[src/sv/hsc_pkg.sv]
// Shared types, constants and the character classifier of the hostname checker.
// Used by hsc_front, hsc_back and the top level; depends on nothing.
package hsc_pkg;

  localparam int LENGTH_BITS = 10;
  localparam int NAME_W      = LENGTH_BITS;
  localparam int MAX_NAME_W  = 10;
  localparam int MAX_LABEL_W = 7;
  localparam int CFG_W       = MAX_NAME_W;
  localparam int CMP_W       = (NAME_W > MAX_NAME_W) ? NAME_W : MAX_NAME_W;

  localparam logic [MAX_NAME_W-1:0]  MAX_NAME_RESET  = MAX_NAME_W'(255);
  localparam logic [MAX_LABEL_W-1:0] MAX_LABEL_RESET = MAX_LABEL_W'(63);

  localparam logic [7:0] CHAR_DOT    = 8'h2E;
  localparam logic [7:0] CHAR_HYPHEN = 8'h2D;

  // Queue between front and back.
  localparam int QDEPTH = 4;
  localparam int QPTR_W = $clog2(QDEPTH);
  localparam int QCNT_W = $clog2(QDEPTH + 1);

  typedef enum logic {
    CFG_MAX_NAME  = 1'b0,
    CFG_MAX_LABEL = 1'b1
  } cfg_index_e;

  typedef enum logic [2:0] {
    ST_OK          = 3'd0,
    ST_TOO_LONG    = 3'd1,
    ST_EMPTY_LABEL = 3'd2,
    ST_BAD_CHAR    = 3'd3,
    ST_NO_DOT      = 3'd4
  } status_e;

  typedef enum logic [2:0] {
    CLS_LETTER,
    CLS_DIGIT,
    CLS_HYPHEN,
    CLS_DOT,
    CLS_OTHER
  } char_class_e;

  // One classified character as it travels from front to back.
  typedef struct packed {
    char_class_e cls;
    logic        last;
  } word_t;

  function automatic char_class_e classify(input logic [7:0] c);
    char_class_e cls;
    if (c inside {[8'd65:8'd90], [8'd97:8'd122]}) begin
      cls = CLS_LETTER;
    end else if (c inside {[8'd48:8'd57]}) begin
      cls = CLS_DIGIT;
    end else if (c == CHAR_HYPHEN) begin
      cls = CLS_HYPHEN;
    end else if (c == CHAR_DOT) begin
      cls = CLS_DOT;
    end else begin
      cls = CLS_OTHER;
    end
    return cls;
  endfunction

endpackage

[src/sv/hsc_back.sv]
// Back end: scan state of the current name and the registered status output.
// Depends on hsc_pkg; fed by hsc_front.
module hsc_back import hsc_pkg::*; (
  input  logic                   clk_i,
  input  logic                   rst_ni,
  input  logic                   q_valid_i,
  input  word_t                  q_word_i,
  output logic                   q_pop_o,
  input  logic [MAX_NAME_W-1:0]  max_name_i,
  input  logic [MAX_LABEL_W-1:0] max_label_i,
  output logic                   out_valid_o,
  input  logic                   out_stall_i,
  output logic [2:0]             status_o
);

  logic [NAME_W-1:0]      name_count_q, name_count_d;
  logic                   name_too_long_q, name_too_long_d;
  logic [MAX_LABEL_W-1:0] label_count_q, label_count_d;
  logic                   dot_seen_q, dot_seen_d;
  logic                   prev_hyphen_q, prev_hyphen_d;
  status_e                first_err_q, first_err_d;
  logic                   out_valid_q, out_valid_d;
  status_e                status_q, status_d;
  status_e                step_err;
  status_e                final_status;
  logic                   first;

  // A final word may only leave the queue when the output register is free.
  assign q_pop_o = q_valid_i && (!q_word_i.last || !out_valid_q || !out_stall_i);

  always_comb begin
    first    = (label_count_q == '0);
    step_err = ST_OK;
    if (q_word_i.cls == CLS_DOT) begin
      if (first) begin
        step_err = ST_EMPTY_LABEL;
      end else if (prev_hyphen_q) begin
        step_err = ST_BAD_CHAR;
      end
    end else if (label_count_q >= max_label_i) begin
      step_err = ST_TOO_LONG;
    end else if (first && q_word_i.cls != CLS_LETTER) begin
      step_err = ST_BAD_CHAR;
    end else if (q_word_i.cls == CLS_OTHER) begin
      step_err = ST_BAD_CHAR;
    end

    name_too_long_d = name_too_long_q
                      || (CMP_W'(name_count_q) >= CMP_W'(max_name_i));
    name_count_d    = (name_count_q != '1) ? name_count_q + NAME_W'(1) : name_count_q;
    first_err_d     = (first_err_q == ST_OK) ? step_err : first_err_q;
    prev_hyphen_d   = (q_word_i.cls == CLS_HYPHEN);
    if (q_word_i.cls == CLS_DOT) begin
      dot_seen_d    = 1'b1;
      label_count_d = '0;
    end else begin
      dot_seen_d    = dot_seen_q;
      label_count_d = (label_count_q != '1) ? label_count_q + MAX_LABEL_W'(1)
                                            : label_count_q;
    end

    if (name_too_long_d) begin
      final_status = ST_TOO_LONG;
    end else if (first_err_d != ST_OK) begin
      final_status = first_err_d;
    end else if (!dot_seen_d) begin
      final_status = ST_NO_DOT;
    end else begin
      final_status = ST_OK;
    end

    out_valid_d = out_valid_q && out_stall_i;
    status_d    = status_q;
    if (q_pop_o && q_word_i.last) begin
      out_valid_d = 1'b1;
      status_d    = final_status;
    end
  end

  always_ff @(posedge clk_i or negedge rst_ni) begin
    if (!rst_ni) begin
      name_count_q    <= '0;
      name_too_long_q <= 1'b0;
      label_count_q   <= '0;
      dot_seen_q      <= 1'b0;
      prev_hyphen_q   <= 1'b0;
      first_err_q     <= ST_OK;
      out_valid_q     <= 1'b0;
    end else begin
      out_valid_q <= out_valid_d;
      if (q_pop_o) begin
        if (q_word_i.last) begin
          name_count_q    <= '0;
          name_too_long_q <= 1'b0;
          label_count_q   <= '0;
          dot_seen_q      <= 1'b0;
          prev_hyphen_q   <= 1'b0;
          first_err_q     <= ST_OK;
        end else begin
          name_count_q    <= name_count_d;
          name_too_long_q <= name_too_long_d;
          label_count_q   <= label_count_d;
          dot_seen_q      <= dot_seen_d;
          prev_hyphen_q   <= prev_hyphen_d;
          first_err_q     <= first_err_d;
        end
      end
    end
  end

  always_ff @(posedge clk_i) begin
    status_q <= status_d;
  end

  assign out_valid_o = out_valid_q;
  assign status_o    = status_q;

endmodule

[config.mk]
export PLATFORM = sky130hd
export DESIGN_NAME = hsc_back
export DESIGN_NICKNAME = d
export VERILOG_FILES = /design/src/sv/hsc_pkg.sv /design/src/sv/hsc_back.sv
export SDC_FILE = /design/constraint.sdc
export NUM_CORES = 1
export LEC_CHECK = 0
export ABC_AREA = 0
export BUFFER_PORTS_ARGS = -buffer_cell sky130_fd_sc_hd__clkbuf_2
export CELL_PAD_IN_SITES_DETAIL_PLACEMENT = 2
export CELL_PAD_IN_SITES_GLOBAL_PLACEMENT = 2
export CORE_MARGIN = 5
export CORE_UTILIZATION = 31
export CTS_CLUSTER_SIZE = 12
export DETAILED_ROUTE_END_ITERATION = 10
export GPL_ROUTABILITY_DRIVEN = 0
export PLACE_DENSITY_LB_ADDON = 0.1
export SLEW_MARGIN = 15
export SYNTH_ARGS = -nofsm -noshare
export SYNTH_HDL_FRONTEND = slang
export SYNTH_SLANG_ARGS = --single-unit
[constraint.sdc]
create_clock -name clk_i -period 1.85 [get_ports clk_i]
set_input_delay 0.2775 -clock clk_i [delete_from_list [all_inputs] [get_ports clk_i]]
set_output_delay 0.2775 -clock clk_i [all_outputs]
set_load 0.01 [all_outputs]
==> results.sh <==
export IMPL_via_per_inst=5.19
export IMPL_cts_buffers=3
export IMPL_fin_setup_tns_ps=-38.2
export IMPL_multi_input_area_um2=1340
export IMPL_tightest_slew_ps=699
export IMPL_firstDrtPassIters=3
export IMPL_clk_path_buf_depth=2
export IMPL_die_h_um=88.7
export IMPL_fillers=658
export IMPL_synth_top_area_cell="dfrtp_1"
export IMPL_slew_headroom=0.534
export IMPL_drive_gt1_frac=0.410
export IMPL_drc=0
export IMPL_synth_top_area_share=0.313
export IMPL_fin_cells=353
export IMPL_syn_area_per_cell_um2=9.10
export IMPL_netlist_instances=211
export IMPL_path_clk_slew_ps=110
export IMPL_violations="setup timing"
export IMPL_grt_max_degree=25
export IMPL_hp_class="in2async"
export IMPL_worstPathArrival_ps=2100
export IMPL_finalCritPeriodShare=1.02
export IMPL_die_w_um=88.7
export IMPL_dp_hpwl_um=4630
export IMPL_endpoint_kind="flip-flop"
export IMPL_synth_area_um2=1920
export IMPL_num_vias=1833
export IMPL_hold_buffers=0
export IMPL_ys_ff_latch=27
export IMPL_p_per_area_nw_per_um2=617
export IMPL_routed_wl_um=6330
export IMPL_ys_top_cells_by_count="dfrtp_1, nor2_1, inv_1, ha_1, nand2_1"
export IMPL_status="complete, but fails checks"
export IMPL_maxCapViolCount=0
export IMPL_synthesis_nets=256
export IMPL_register_area_um2=692
export IMPL_h_tree_depth=1
export IMPL_layout_setup_ws_ps=-38.2
export IMPL_num_io_pins=30
export IMPL_rsz0062_at_grt="true"
export IMPL_skew_ps=6.30
export IMPL_clock_sinks=27
export IMPL_core_area_um2=5960
export IMPL_leakage_nw=1.28
export IMPL_start_kind="flip-flop"
export IMPL_final_antenna_net_count=0
export IMPL_async_flop_share=0.889
export IMPL_fin_crit_ps=1890
export IMPL_r2r_cells=6
export IMPL_n_antenna_cell=0
export IMPL_first_iter_violations=25
export IMPL_hold_violations=0
export IMPL_synth_ff_type="dfrtp_1"
export IMPL_overflow=0
export IMPL_cts_tree="built"
export IMPL_synth_area_top_cells="dfrtp_1, ha_1, edfxtp_1"
export IMPL_grt_pass1_vias=2090
export IMPL_crit_path_start="label_count_q[5]"
export IMPL_critPathMaxFanout=3
export IMPL_hold_slack_ps=16.4
export IMPL_rows=28
export IMPL_r2r_start="label_count_q[5]"
export IMPL_ys_warnings_count=0
export IMPL_drt_wirelength_per_cell_um=17.9
export IMPL_synth_edf_count=3
export IMPL_io_buffers=29
export IMPL_root_buffer="clkbuf_8"
export IMPL_antenna_found_initial=0
export IMPL_setup_viol=1
export IMPL_fmax_mhz=530
export IMPL_nets=324
export IMPL_start_util=0.322
export IMPL_worstPathRequired_ps=2060
export IMPL_grt_pass1_wl_um=9940
export IMPL_grt_use_total=0.163
export IMPL_worstSkewPairLatency_ps=290
export IMPL_seq_area_frac_synth=0.360
export IMPL_areaGrowthSynthToFinish_pct=41.6
export IMPL_drv_slew=0
export IMPL_ir_drop_mv=0.294
export IMPL_die_area_um2=7870
export IMPL_total_power_mw=1.68
export IMPL_ys_types=47
export IMPL_criticalPathCategory="reg2reg"
export IMPL_dp_cells=345
## metrics by stage
stage | util | instance area (um2) | worst slack, ps
5_1_grt | 0.456 | 2720 | -129
2_1_floorplan | - | 1920 | 75.2
3_3_place_gp | 0.404 | 2410 | -58.1
6_report | 0.456 | 2720 | -38.2
3_5_place_dp | 0.404 | 2410 | -114
4_1_cts | 0.419 | 2490 | -5.01
## cell type report
cell class	count	area share
Multi-Input combinational cell	155	0.493
Sequential cell	27	0.255
Timing Repair Buffer	69	0.169
Tap cell	75	0.0345
Inverter	23	0.0318
Clock buffer	3	0.0152
Clock inverter	1	0.00276
## what timing repair did
action / CTS / global route
setup buffers: 2 / 2
endpoints found under the setup margin: 5 / 12
pin swaps: 2 / 15
resized for setup: 11 / 29
## state kept, by name, indices dropped and copies added (netlist names)
name and flops:
dot_seen_q 1, first_err_q 3, label_count_q 7, name_count_q 10
name_too_long_q 1, out_valid_o 1, prev_hyphen_q 1, status_o 3
## metal layers
metal | GRT usage | part of all wire | vias to the layer above
li1 | - | - | 881
met2 | 0.308 | 0.54 | 22
met5 | 0 | 0 | -
met1 | 0.187 | 0.43 | 923
met4 | 0.0563 | 0.014 | 0
met3 | 0.0177 | 0.017 | 7
## cells in the final DEF (no fill, tap or decap), types with 3 or more instances in the layout
| cell | instances |
|---|---|
| nand2b_1 | 3 |
| a21oi_1 | 5 |
| clkbuf_8 | 3 |
| nor4b_2 | 3 |
| nand2_1 | 13 |
| buf_4 | 39 |
| o21ai_0 | 5 |
| ha_1 | 12 |
| nor2_1 | 24 |
| ha_4 | 8 |
| a21o_1 | 6 |
| inv_1 | 21 |
| nand4_1 | 3 |
| nor2b_1 | 3 |
| nand3_1 | 7 |
| nor3_1 | 4 |
| nor4_2 | 3 |
| edfxtp_1 | 3 |
| xnor2_1 | 10 |
| a211oi_1 | 3 |
| clkbuf_2 | 29 |
| dfrtp_1 | 23 |
## final timing paths
path,end,slack (ps)
min in group clk_i,out_valid_o,210
worst max register to register,first_err_q[1],-40
max in group asynchronous,label_count_q[4],1340
worst max-delay path,first_err_q[1],-40
worst min register to register,out_valid_o,520
worst min-delay path,name_count_q[7],20
## worst max-delay path, stage by stage, from the launching register on
cell	delay [ps]
dfrtp_1	450
ha_1	350
nand4_1	110
and3_1	220
o21ai_4	90
o311a_1	380
a211oi_2	200
## logic make-up (layout without fill, tap and decap cells)
family | after synthesis | in the layout | synth area share
fa+ha+maj | 20 | 20 | 0.130
buf+inv | 29 | 96 | 0.0619
compound gates | 39 | 39 | 0.139
flops | 27 | 27 | 0.360
mux | 2 | 2 | 0.0104
xor+xnor | 10 | 10 | 0.0456
simple gates | 84 | 84 | 0.253
## power by group
part	internal, mW	switching (mW)	leakage, nW
combinational	0.307	0.296	0.903
clock	0.154	0.218	0.0217
sequential	0.656	0.0469	0.352
No activity file was read; power rests on OpenSTA's default activity.
